## src/sv/adl_pkg.sv

```systemverilog
// Shared types, constants and helper functions for the audio DMA length FIFO timer.
// Used by adl_div and audio_dma_length_fifo_timer_top; depends on nothing else.
package adl_pkg;

   // Default number of fraction bits of the counts-per-byte rate.
   localparam int FRACTION_BITS_DEF = 16;

   // Field and register widths.
   localparam int CMD_W   = 2;
   localparam int LEN_W   = 18;
   localparam int TICK_W  = 16;
   localparam int CNT_W   = 32;
   localparam int FREQ_W  = 26;
   localparam int CSR_W   = 24;
   localparam int CSRI_W  = 3;
   localparam int MULA_W  = 32;
   localparam int MULB_W  = 18;
   localparam int PROD_W  = MULA_W + MULB_W;

   // Item commands.
   localparam logic [CMD_W-1:0] CMD_WRITE = 2'd0;
   localparam logic [CMD_W-1:0] CMD_READ  = 2'd1;
   localparam logic [CMD_W-1:0] CMD_TICK  = 2'd2;
   localparam logic [CMD_W-1:0] CMD_CLEAR = 2'd3;

   // Configuration register indexes.
   localparam logic [CSRI_W-1:0] CSR_FRAME_RATE = 3'd0;
   localparam logic [CSRI_W-1:0] CSR_VI_COUNTS  = 3'd1;
   localparam logic [CSRI_W-1:0] CSR_DAC_RATE   = 3'd2;
   localparam logic [CSRI_W-1:0] CSR_BIT_RATE   = 3'd3;
   localparam logic [CSRI_W-1:0] CSR_SYS_TYPE   = 3'd4;

   // Video system codes.
   localparam logic [1:0] SYS_PAL  = 2'd1;
   localparam logic [1:0] SYS_MPAL = 2'd2;

   // Constants of the length path and the clocks.
   localparam logic [LEN_W-1:0]  LEN_MASK     = 18'h3FFF8;
   localparam logic [LEN_W-1:0]  LEN_MIN      = 18'd8;
   localparam logic [LEN_W-1:0]  LEN_MAX      = 18'd262136;
   localparam logic [FREQ_W-1:0] CLK_NTSC     = 26'd48681812;
   localparam logic [FREQ_W-1:0] CLK_PAL      = 26'd49656530;
   localparam logic [FREQ_W-1:0] CLK_MPAL     = 26'd48628316;
   localparam logic [CNT_W-1:0]  FALLBACK_DEN = 32'd88200;
   localparam logic [CNT_W-1:0]  CNT_SAT      = 32'hFFFFFFFF;

   // One-hot sequencer states.
   typedef enum logic [15:0] {
      ST_IDLE    = 16'h0001,
      ST_W_NUM   = 16'h0002,
      ST_W_FDIV  = 16'h0004,
      ST_W_DEN   = 16'h0008,
      ST_W_RGO   = 16'h0010,
      ST_W_RDIV  = 16'h0020,
      ST_W_CHK   = 16'h0040,
      ST_W_RDIV2 = 16'h0080,
      ST_W_APPLY = 16'h0100,
      ST_W_TGT   = 16'h0200,
      ST_R_MUL   = 16'h0400,
      ST_R_REM   = 16'h0800,
      ST_R_DIV   = 16'h1000,
      ST_T_CHK   = 16'h2000,
      ST_T_TGT   = 16'h4000,
      ST_OUT     = 16'h8000
   } adl_state_type;

   // Snap a raw sample frequency to the nearest standard rate.
   function automatic logic [FREQ_W-1:0] snap_freq(input logic [FREQ_W-1:0] f);
      logic [FREQ_W-1:0] r;
      r = f;
      if (f > 26'd7000 && f < 26'd9000) r = 26'd8000;
      else if (f > 26'd10000 && f < 26'd12000) r = 26'd11025;
      else if (f > 26'd21000 && f < 26'd23000) r = 26'd22050;
      else if (f > 26'd31000 && f < 26'd33000) r = 26'd32000;
      else if (f > 26'd43000 && f < 26'd45000) r = 26'd44100;
      else if (f > 26'd47000 && f < 26'd49000) r = 26'd48000;
      return r;
   endfunction

   // Timer length from a product: shift out the fraction, saturate to 32 bits.
   function automatic logic [CNT_W-1:0] sat_shift(input logic [PROD_W-1:0] p,
                                                 input int fb);
      logic [PROD_W-1:0] t;
      t = p >> fb;
      return (|t[PROD_W-1:CNT_W]) ? CNT_SAT : t[CNT_W-1:0];
   endfunction

endpackage

```

## src/sv/adl_div.sv

```systemverilog
// Restoring serial divider, one quotient bit per cycle, shared by the sequencer.
// Imports adl_pkg but uses none of its types; divisor is never zero when started.
module adl_div
   import adl_pkg::*;
#(
   parameter int DIVIDEND_W = 48,
   parameter int DIVISOR_W  = 32
) (
   input  logic                  clock,
   input  logic                  reset,
   input  logic                  start,
   input  logic [DIVIDEND_W-1:0] dividend,
   input  logic [DIVISOR_W-1:0]  divisor,
   output logic                  done,
   output logic [DIVIDEND_W-1:0] quotient
);

   localparam int CW = $clog2(DIVIDEND_W + 1);

   logic [DIVIDEND_W-1:0] q_ff, q_in;
   logic [DIVISOR_W-1:0]  r_ff, r_in;
   logic [DIVISOR_W-1:0]  d_ff, d_in;
   logic [CW-1:0]         cnt_ff, cnt_in;
   logic                  done_ff, done_in;
   logic [DIVISOR_W:0]    shifted;
   logic [DIVISOR_W:0]    diff;

   // One restoring step: shift in the next dividend bit and try to subtract.
   always_comb begin
      shifted = {r_ff, q_ff[DIVIDEND_W-1]};
      diff    = shifted - {1'b0, d_ff};
      q_in    = q_ff;
      r_in    = r_ff;
      d_in    = d_ff;
      cnt_in  = cnt_ff;
      done_in = 1'b0;
      if (start) begin
         q_in   = dividend;
         r_in   = '0;
         d_in   = divisor;
         cnt_in = CW'(DIVIDEND_W);
      end else if (cnt_ff != '0) begin
         if (!diff[DIVISOR_W]) begin
            r_in = diff[DIVISOR_W-1:0];
            q_in = {q_ff[DIVIDEND_W-2:0], 1'b1};
         end else begin
            r_in = shifted[DIVISOR_W-1:0];
            q_in = {q_ff[DIVIDEND_W-2:0], 1'b0};
         end
         cnt_in = cnt_ff - 1'b1;
         if (cnt_ff == CW'(1)) begin
            done_in = 1'b1;
         end
      end
   end

   // Control state is reset; the data path is not.
   always_ff @(posedge clock) begin
      if (reset) begin
         cnt_ff  <= '0;
         done_ff <= 1'b0;
      end else begin
         cnt_ff  <= cnt_in;
         done_ff <= done_in;
      end
      q_ff <= q_in;
      r_ff <= r_in;
      d_ff <= d_in;
   end

   assign done     = done_ff;
   assign quotient = q_ff;

endmodule

```

## src/sv/audio_dma_length_fifo_timer_top.sv

```systemverilog
// Channel  | Ports                                   | Direction
// ---------+-----------------------------------------+----------
// request  | req_valid, req_stall, req_cmd/length/ticks | in
// response | rsp_valid, rsp_stall, rsp_* result fields  | out
// config   | csr_we, csr_index, csr_wdata             | in
// A length write takes one to three passes of the shared serial divider (the third only
// when the rate comes out zero) plus multiply and bookkeeping steps; a length read takes
// at most one pass; ticks and clears need no divider pass.
// Reset is synchronous and active high; it restores the register defaults and empties
// the FIFO. One item is in work at a time; req_stall is high until its result is taken.
module audio_dma_length_fifo_timer_top
   import adl_pkg::*;
#(
   parameter int FRACTION_BITS = FRACTION_BITS_DEF
) (
   input  logic              clock,
   input  logic              reset,
   input  logic              req_valid,
   output logic              req_stall,
   input  logic [CMD_W-1:0]  req_cmd,
   input  logic [LEN_W-1:0]  req_length,
   input  logic [TICK_W-1:0] req_ticks,
   output logic              rsp_valid,
   input  logic              rsp_stall,
   output logic [LEN_W-1:0]  rsp_read_length,
   output logic              rsp_status_busy,
   output logic              rsp_status_full,
   output logic              rsp_overflow,
   output logic              rsp_buffer_done,
   output logic              rsp_interrupt,
   input  logic              csr_we,
   input  logic [CSRI_W-1:0] csr_index,
   input  logic [CSR_W-1:0]  csr_wdata
);

   localparam int DW = CNT_W + FRACTION_BITS;

   adl_state_type state_ff, state_in;

   // Configuration registers.
   logic [7:0]        frame_ff;
   logic [23:0]       vicpf_ff;
   logic [13:0]       dac_ff;
   logic [3:0]        brate_ff;
   logic [1:0]        sys_ff;

   // Block state.
   logic [LEN_W-1:0]  slot0_ff, slot0_in, slot1_ff, slot1_in;
   logic [CNT_W-1:0]  elapsed_ff, elapsed_in, target_ff, target_in, cpb_ff, cpb_in;
   logic              busy_ff, busy_in, full_ff, full_in;

   // Item and working registers.
   logic [LEN_W-1:0]  len_ff, len_in;
   logic [CNT_W-1:0]  num_ff, num_in;
   logic [FREQ_W-1:0] freq_ff, freq_in;
   logic [PROD_W-1:0] prod_ff, prod_in;

   // Result registers.
   logic [LEN_W-1:0]  rd_ff, rd_in;
   logic              ovf_ff, ovf_in, done_ff, done_in, intr_ff, intr_in;

   // Shared multiplier and divider controls.
   logic              mul_en;
   logic [MULA_W-1:0] mul_a;
   logic [MULB_W-1:0] mul_b;
   logic              div_start, div_done;
   logic [DW-1:0]     div_dividend, div_quotient;
   logic [CNT_W-1:0]  div_divisor;

   // Helpers.
   logic [FREQ_W-1:0] clk_sel;
   logic [2:0]        bps_div4;
   logic [CNT_W-1:0]  q_sat, set_len, rem;
   logic [CNT_W:0]    tick_sum;
   logic [LEN_W-1:0]  len_masked, rd_capped;

   assign req_stall = (state_ff != ST_IDLE);
   assign rsp_valid = (state_ff == ST_OUT);

   always_comb begin
      case (sys_ff)
         SYS_PAL:  clk_sel = CLK_PAL;
         SYS_MPAL: clk_sel = CLK_MPAL;
         default:  clk_sel = CLK_NTSC;
      endcase
   end

   assign bps_div4   = 3'(({1'b0, brate_ff} + 5'd1) >> 2);
   assign q_sat      = (|div_quotient[DW-1:CNT_W]) ? CNT_SAT : div_quotient[CNT_W-1:0];
   assign set_len    = sat_shift(prod_ff, FRACTION_BITS);
   assign rem        = (set_len > elapsed_ff) ? (set_len - elapsed_ff) : '0;
   assign tick_sum   = {1'b0, elapsed_ff} + {{(CNT_W+1-TICK_W){1'b0}}, req_ticks};
   assign len_masked = len_ff & LEN_MASK;

   // Clamp the remaining byte count and round it down to a multiple of eight.
   always_comb begin
      if (div_quotient < DW'(LEN_MIN)) rd_capped = LEN_MIN;
      else if (div_quotient > DW'(LEN_MAX)) rd_capped = LEN_MAX;
      else rd_capped = div_quotient[LEN_W-1:0] & LEN_MASK;
   end

   // Shared multiplier operand selection.
   always_comb begin
      mul_en = 1'b1;
      mul_a  = '0;
      mul_b  = '0;
      case (state_ff)
         ST_W_NUM:   begin mul_a = MULA_W'(vicpf_ff); mul_b = MULB_W'(frame_ff); end
         ST_W_DEN:   begin mul_a = MULA_W'(freq_ff);  mul_b = MULB_W'(bps_div4); end
         ST_W_APPLY: begin mul_a = cpb_ff; mul_b = len_masked; end
         ST_R_MUL:   begin mul_a = cpb_ff; mul_b = slot0_ff; end
         ST_T_CHK:   begin mul_a = cpb_ff; mul_b = slot1_ff; end
         default:    mul_en = 1'b0;
      endcase
      prod_in = mul_en ? (PROD_W'(mul_a) * PROD_W'(mul_b)) : prod_ff;
   end

   // Sequencer.
   always_comb begin
      state_in     = state_ff;
      slot0_in     = slot0_ff;
      slot1_in     = slot1_ff;
      elapsed_in   = elapsed_ff;
      target_in    = target_ff;
      cpb_in       = cpb_ff;
      busy_in      = busy_ff;
      full_in      = full_ff;
      len_in       = len_ff;
      num_in       = num_ff;
      freq_in      = freq_ff;
      rd_in        = rd_ff;
      ovf_in       = ovf_ff;
      done_in      = done_ff;
      intr_in      = intr_ff;
      div_start    = 1'b0;
      div_dividend = '0;
      div_divisor  = '0;
      case (state_ff)
         ST_IDLE: begin
            if (req_valid) begin
               len_in  = req_length;
               rd_in   = '0;
               ovf_in  = 1'b0;
               done_in = 1'b0;
               intr_in = 1'b0;
               state_in = ST_OUT;
               case (req_cmd)
                  CMD_WRITE: begin
                     if (req_length != '0) state_in = ST_W_NUM;
                  end
                  CMD_READ: begin
                     if (slot0_ff != '0) begin
                        if (cpb_ff == '0) rd_in = slot0_ff;
                        else state_in = ST_R_MUL;
                     end
                  end
                  CMD_TICK: begin
                     elapsed_in = tick_sum[CNT_W] ? CNT_SAT : tick_sum[CNT_W-1:0];
                     state_in   = ST_T_CHK;
                  end
                  default: begin
                     cpb_in    = '0;
                     slot0_in  = '0;
                     slot1_in  = '0;
                     busy_in   = 1'b0;
                     full_in   = 1'b0;
                     target_in = '0;
                     if (req_length != '0) begin
                        elapsed_in = '0;
                        intr_in    = 1'b1;
                     end
                  end
               endcase
            end
         end
         // Numerator product and the sample clock division.
         ST_W_NUM: begin
            div_start    = 1'b1;
            div_dividend = DW'(clk_sel);
            div_divisor  = CNT_W'({1'b0, dac_ff} + 15'd1);
            state_in     = ST_W_FDIV;
         end
         ST_W_FDIV: begin
            if (div_done) begin
               num_in   = prod_ff[CNT_W-1:0];
               freq_in  = snap_freq(div_quotient[FREQ_W-1:0]);
               state_in = ST_W_DEN;
            end
         end
         ST_W_DEN: begin
            state_in = ST_W_RGO;
         end
         // Rate division, saturated when the divisor is zero and the numerator is not.
         ST_W_RGO: begin
            if (prod_ff[CNT_W-1:0] == '0) begin
               cpb_in   = (num_ff != '0) ? CNT_SAT : '0;
               state_in = ST_W_CHK;
            end else begin
               div_start    = 1'b1;
               div_dividend = DW'(num_ff) << FRACTION_BITS;
               div_divisor  = prod_ff[CNT_W-1:0];
               state_in     = ST_W_RDIV;
            end
         end
         ST_W_RDIV: begin
            if (div_done) begin
               cpb_in   = q_sat;
               state_in = ST_W_CHK;
            end
         end
         // Fall back to 22050 Hz at 16 bits when the rate came out zero.
         ST_W_CHK: begin
            if (cpb_ff == '0) begin
               div_start    = 1'b1;
               div_dividend = DW'(num_ff) << FRACTION_BITS;
               div_divisor  = FALLBACK_DEN;
               state_in     = ST_W_RDIV2;
            end else begin
               state_in = ST_W_APPLY;
            end
         end
         ST_W_RDIV2: begin
            if (div_done) begin
               cpb_in   = q_sat;
               state_in = ST_W_APPLY;
            end
         end
         // Place the length in the busy slot, the second slot, or flag overflow.
         ST_W_APPLY: begin
            if (slot0_ff == '0) begin
               state_in = ST_W_TGT;
            end else if (slot1_ff == '0) begin
               slot1_in = len_masked;
               full_in  = 1'b1;
               state_in = ST_OUT;
            end else begin
               full_in  = 1'b1;
               ovf_in   = 1'b1;
               state_in = ST_OUT;
            end
         end
         ST_W_TGT: begin
            elapsed_in = '0;
            slot0_in   = len_masked;
            busy_in    = 1'b1;
            target_in  = set_len;
            state_in   = ST_OUT;
         end
         // Remaining bytes of the current buffer.
         ST_R_MUL: begin
            state_in = ST_R_REM;
         end
         ST_R_REM: begin
            div_start    = 1'b1;
            div_dividend = DW'(rem) << FRACTION_BITS;
            div_divisor  = cpb_ff;
            state_in     = ST_R_DIV;
         end
         ST_R_DIV: begin
            if (div_done) begin
               rd_in    = rd_capped;
               state_in = ST_OUT;
            end
         end
         // Timer expiry: shift the slots and re-arm or go idle.
         ST_T_CHK: begin
            state_in = ST_OUT;
            if (busy_ff && target_ff != '0 && elapsed_ff >= target_ff) begin
               done_in  = 1'b1;
               slot0_in = slot1_ff;
               slot1_in = '0;
               full_in  = 1'b0;
               if (slot1_ff != '0) begin
                  busy_in  = 1'b1;
                  state_in = ST_T_TGT;
               end else begin
                  busy_in   = 1'b0;
                  target_in = '0;
               end
            end
         end
         ST_T_TGT: begin
            target_in  = set_len;
            elapsed_in = '0;
            state_in   = ST_OUT;
         end
         ST_OUT: begin
            if (!rsp_stall) state_in = ST_IDLE;
         end
         default: begin
            state_in = ST_IDLE;
         end
      endcase
   end

   // Registers.
   always_ff @(posedge clock) begin
      if (reset) begin
         state_ff   <= ST_IDLE;
         frame_ff   <= 8'd60;
         vicpf_ff   <= '0;
         dac_ff     <= '0;
         brate_ff   <= 4'd15;
         sys_ff     <= '0;
         slot0_ff   <= '0;
         slot1_ff   <= '0;
         elapsed_ff <= '0;
         target_ff  <= '0;
         cpb_ff     <= '0;
         busy_ff    <= 1'b0;
         full_ff    <= 1'b0;
      end else begin
         state_ff   <= state_in;
         slot0_ff   <= slot0_in;
         slot1_ff   <= slot1_in;
         elapsed_ff <= elapsed_in;
         target_ff  <= target_in;
         cpb_ff     <= cpb_in;
         busy_ff    <= busy_in;
         full_ff    <= full_in;
         if (csr_we) begin
            case (csr_index)
               CSR_FRAME_RATE: frame_ff <= csr_wdata[7:0];
               CSR_VI_COUNTS:  vicpf_ff <= csr_wdata;
               CSR_DAC_RATE:   dac_ff   <= csr_wdata[13:0];
               CSR_BIT_RATE:   brate_ff <= csr_wdata[3:0];
               CSR_SYS_TYPE:   sys_ff   <= csr_wdata[1:0];
               default: ;
            endcase
         end
      end
      len_ff  <= len_in;
      num_ff  <= num_in;
      freq_ff <= freq_in;
      prod_ff <= prod_in;
      rd_ff   <= rd_in;
      ovf_ff  <= ovf_in;
      done_ff <= done_in;
      intr_ff <= intr_in;
   end

   adl_div #(
      .DIVIDEND_W (DW),
      .DIVISOR_W  (CNT_W)
   ) u_div (
      .clock    (clock),
      .reset    (reset),
      .start    (div_start),
      .dividend (div_dividend),
      .divisor  (div_divisor),
      .done     (div_done),
      .quotient (div_quotient)
   );

   assign rsp_read_length = rd_ff;
   assign rsp_status_busy = busy_ff;
   assign rsp_status_full = full_ff;
   assign rsp_overflow    = ovf_ff;
   assign rsp_buffer_done = done_ff;
   assign rsp_interrupt   = intr_ff;

endmodule

```

## config.mk

```make
export PLATFORM = sky130hd
export DESIGN_NAME = audio_dma_length_fifo_timer_top
export DESIGN_NICKNAME = d
export VERILOG_FILES = /design/src/sv/adl_pkg.sv /design/src/sv/adl_div.sv /design/src/sv/audio_dma_length_fifo_timer_top.sv
export SDC_FILE = /design/constraint.sdc
export NUM_CORES = 2
export LEC_CHECK = 0
export ABC_AREA = 1
export BUFFER_PORTS_ARGS = -buffer_cell sky130_fd_sc_hd__buf_2
export CAP_MARGIN = 20
export CORE_ASPECT_RATIO = 0.5
export CORE_UTILIZATION = 50
export CTS_BUF_LIST = sky130_fd_sc_hd__clkbuf_2
export DETAILED_ROUTE_END_ITERATION = 10
export PLACE_DENSITY_LB_ADDON = 0.08
export RECOVER_POWER = 100
export SKIP_CTS_REPAIR_TIMING = 1
export SLEW_MARGIN = 25
export SYNTH_ARGS = -nofsm -noshare
export SYNTH_HDL_FRONTEND = slang
export SYNTH_SLANG_ARGS = --single-unit
```

## constraint.sdc

```tcl
create_clock -name clock -period 9.68 [get_ports clock]
set_input_delay 1.452 -clock clock [delete_from_list [all_inputs] [get_ports clock]]
set_output_delay 1.452 -clock clock [all_outputs]
set_load 0.01 [all_outputs]
```

==> run_results.csv <==
group,metric,value,unit
flow_run,drv_cap,12,
die,row_count,78,
route,drt-total-wl,163000,um
timing,drv_slew,537,
timing,fin_crit_sh,93.7,%
power,seqPwrFrac,38.8,%
timing,max_freq,110,MHz
worst_setup_path,slowest_delay,0.88,ns
yosys,synth_top_area_share,20.6,%
placement,postPlaceCellArea,0.0487,mm2
die,die_area,0.0951,mm2
timing,skew,0.100,ns
finish,fin_util,54.2,%
cts,cts_inserted_buffers,113,
worst_setup_path,cp_slowest_cell,"a221oi_2",
yosys,synth.distinct_cells,61,
yosys,synth_edf_count,221,
placement,placedCellCount,7674,
yosys,ys_ff_latch,456,
yosys,synth_compound_area_share,8.71,%
worst_hold_path,holdCritPathClass,"in -> reg",
timing,setup_viol,0,
cts,root_buffer,"clkbuf_2",
cts,htreeDepth,3,
power,vdd_ir_drop_max,0.268,mV
global_route,grt.total_usage,34.2,%
route,drc,0,
yosys,synthMuxAreaShare,0,%
timing,finalSetupTns,0,ns
yosys,synth_seq_area_share,24.2,%
cts,clk_latency,1.28,ns
yosys,synth_top_family_by_area,"adder cells",
worst_setup_path,cp_max_fo,24,
power,leakage,25.8,nW
finish,finalNetCount,7343,
power,power.switching,3.88,mW
yosys,synth_cells,6457,
timing,finalCriticalPeriod,9.07,ns
global_route,grt_max_degree,88,
power,power.density,164,mW/mm2
route,firstDrtPassIters,6,
cts,cts_tree,"done",
timing,tightestPinTransition,3.60,ns
route,drt_iter0_markers,4418,
worst_setup_path,critPathArrivalTime,10.01,ns
route,avgViaCountPerCell,5.49,
die,initial_core_util,51.1,%
yosys,synth_fa_ha_area_share,27.1,%
route,post_drt_wl_per_cell,20.6,um
timing,hold_violations,0,
yosys,synth-xor-area-share,1.91,%
power,p_total,8.15,mW
global_route,overflow,0,
worst_setup_path,worstSetupEndpointType,"flip-flop",
finish,fillers,9255,
yosys,yosys.area.top_type,"fa_1",
route,final_antenna_net_count,0,
global_route,grt_pass1_wl,249000,um
die,die_x,435,um
worst_setup_path,critPathLaunchType,"flip-flop",
die,pin_count,93,
timing,final.setup.worst_slack,0.605,ns
finish,stdcell_count,7894,
cts,path_clk_slew,0.12,ns
timing,rsz0062_at_grt,"false",
die,core-area,0.0917,mm2
yosys,ys_warn_count,0,
global_route,grt_pass1_vias,42500,
finish,stdcell_area,0.0497,mm2
finish,layout-drive-gt1-share,5.71,%
status,failed_checks,"max-capacitance violations, max-slew violations",
worst_setup_path,crit_top_cell,"inv_1",
yosys,synth_area,0.0469,mm2
cts,cts_sinks,456,
yosys,syn-mean-instance-area,7.26,um2
power,cellInternalPower,4.27,mW
timing,timing.hold.ws,0.432,ns
global_route,antenna_found_initial,6,
power,p_sw_share,47.6,%
yosys,synth-main-ff-cell,"dfxtp_1",
worst_setup_path,critPathKind,"reg -> reg",
worst_setup_path,critPathBufInv,10,
yosys,synth_area_leaders,"fa_1 21%, edfxtp_1 14%, nand2_1 14%",
placement,port-buffer-count,89,
worst_setup_path,required,10.62,ns
timing,maxSlewHeadroom,-140,%
placement,dpl_worst_slack,0.997,ns
power,clkPwrFrac,18.0,%
status,status,"complete, but fails checks",
cts,clockBufferDepth,3,
worst_setup_path,crit_family,"adder cells",
yosys,ys_async_sr_fraction,0,%
finish,syn2layout_area_growth,5.96,%
die,die_h,219,um
yosys,yosys.area_share.simple,24.9,%
power,p_comb_share,43.2,%
route,vias,43300,
placement,hpwl,130000,um
placement,globalplace.congestion,0.997,
[cell families (layout without fill, tap and decap cells)]
| group | after synthesis | in the layout |
|---|---|---|
| xor gates and xnor gates | 102 | 102 |
| DFF | 456 | 456 |
| adders and majority gates | 726 | 726 |
| and+or+nand+nor | 2863 | 2863 |
| AOI/OAI and AO/OA | 722 | 722 |
| other | 2 | 25 |
| buffers and inverters | 1586 | 1760 |
[layout make-up]
cell class,instances,area [um2],area share (%)
Tap cell,1240,1550,3.12
Antenna cell,4,10.0,0.0201
Timing Repair Buffer,177,1030,2.07
Multi-Input combinational cell,4434,29500,59.3
Sequential cell,456,11300,22.8
Inverter,1367,5130,10.3
Clock buffer,165,826,1.66
Clock inverter,51,315,0.635
[synth_stat cells (24+ instances only)]
| master | n |
|---|---|
| nor2_1 | 669 |
| nand4_1 | 90 |
| buf_2 | 101 |
| o22ai_1 | 24 |
| dfxtp_1 | 235 |
| o21ai_0 | 228 |
| edfxtp_1 | 221 |
| ha_1 | 243 |
| a22oi_1 | 24 |
| nand2_1 | 1693 |
| xnor2_1 | 37 |
| inv_1 | 1351 |
| clkbuf_1 | 93 |
| fa_1 | 483 |
| nand3_1 | 229 |
| nor4_1 | 50 |
| nor3_1 | 62 |
| a21oi_1 | 328 |
| xor2_1 | 65 |
[worst reg2reg max path, delay by kind of cell, from the launching register on]
| kind | cells | cell delay, ns |
|---|---|---|
| AOI/OAI and AO/OA | 3 | 1.33 |
| buffers and inverters | 10 | 1.67 |
| DFF | 1 | 0.41 |
| adders and majority gates | 7 | 3.50 |
| xor gates and xnor gates | 1 | 0.09 |
| and+or+nand+nor | 10 | 1.78 |
[layout by cell type, fill, tap and decap left out, types with 22 or more instances in the layout]
master    synthesis  layout
nor3_1           62      63
buf_2           101      56
nor4_1           50      49
dfxtp_1         235     235
nand4_1          90      90
xnor2_1          37      37
edfxtp_1        221     221
nor2_1          669     671
o21ai_0         228     229
ha_1            243     243
fa_1            483     483
o22ai_1          24      24
clkbuf_2          0     165
buf_4            11      74
inv_1          1351    1349
a21oi_1         328     327
or2_2            22      22
xor2_1           65      65
nand2_1        1693    1691
clkbuf_1         93      46
clkinv_1          6      39
nand3_1         229     229
a22oi_1          24      24
[final timing paths]
check / from / end / slack, ns / cells after the start
worst max-delay path: state_ff[7]$_SDFFE_PP0P_ / prod_ff[34]$_DFFE_PP_ / 0.61 / 31
worst min-delay path: req_length[10] / len_ff[10]$_DFFE_PP_ / 0.43 / 1
worst max register to register: state_ff[7]$_SDFFE_PP0P_ / prod_ff[34]$_DFFE_PP_ / 0.61 / 31
worst min register to register: u_div.cnt_ff[3]$_SDFFE_PP0N_ / u_div.cnt_ff[3]$_SDFFE_PP0N_ / 0.47 / 2
[power by group through the flow]
stage / clock network, mW / logic (mW) / registers [mW]
2_1_floorplan: 0 / 2.57 / 2.91
3_3_place_gp: 0 / 3.43 / 3.16
3_5_place_dp: 0 / 3.46 / 3.16
4_1_cts: 1.50 / 3.48 / 3.12
5_1_grt: 1.58 / 3.96 / 3.19
6_report: 1.46 / 3.52 / 3.16
[sequential cells by signal, indices dropped and copies added, names as in the netlist, 4 cells and up]
name             cells
brate_ff             4
cpb_ff              32
dac_ff              14
elapsed_ff          32
frame_ff             8
freq_ff             26
len_ff              15
num_ff              32
prod_ff             50
rsp_read_length     15
slot0_ff            15
slot1_ff            15
state_ff            16
target_ff           32
u_div.cnt_ff         6
u_div.d_ff          32
u_div.quotient      48
u_div.r_ff          32
vicpf_ff            24
[routing by layer]
metal / track usage [%] / share of wire (%)
met4: 9.99 / 2.8
met1: 49.6 / 45
met3: 7.90 / 11
met2: 50.8 / 42
met5: 0 / 0.012
No activity file was read; power rests on OpenSTA's default activity.
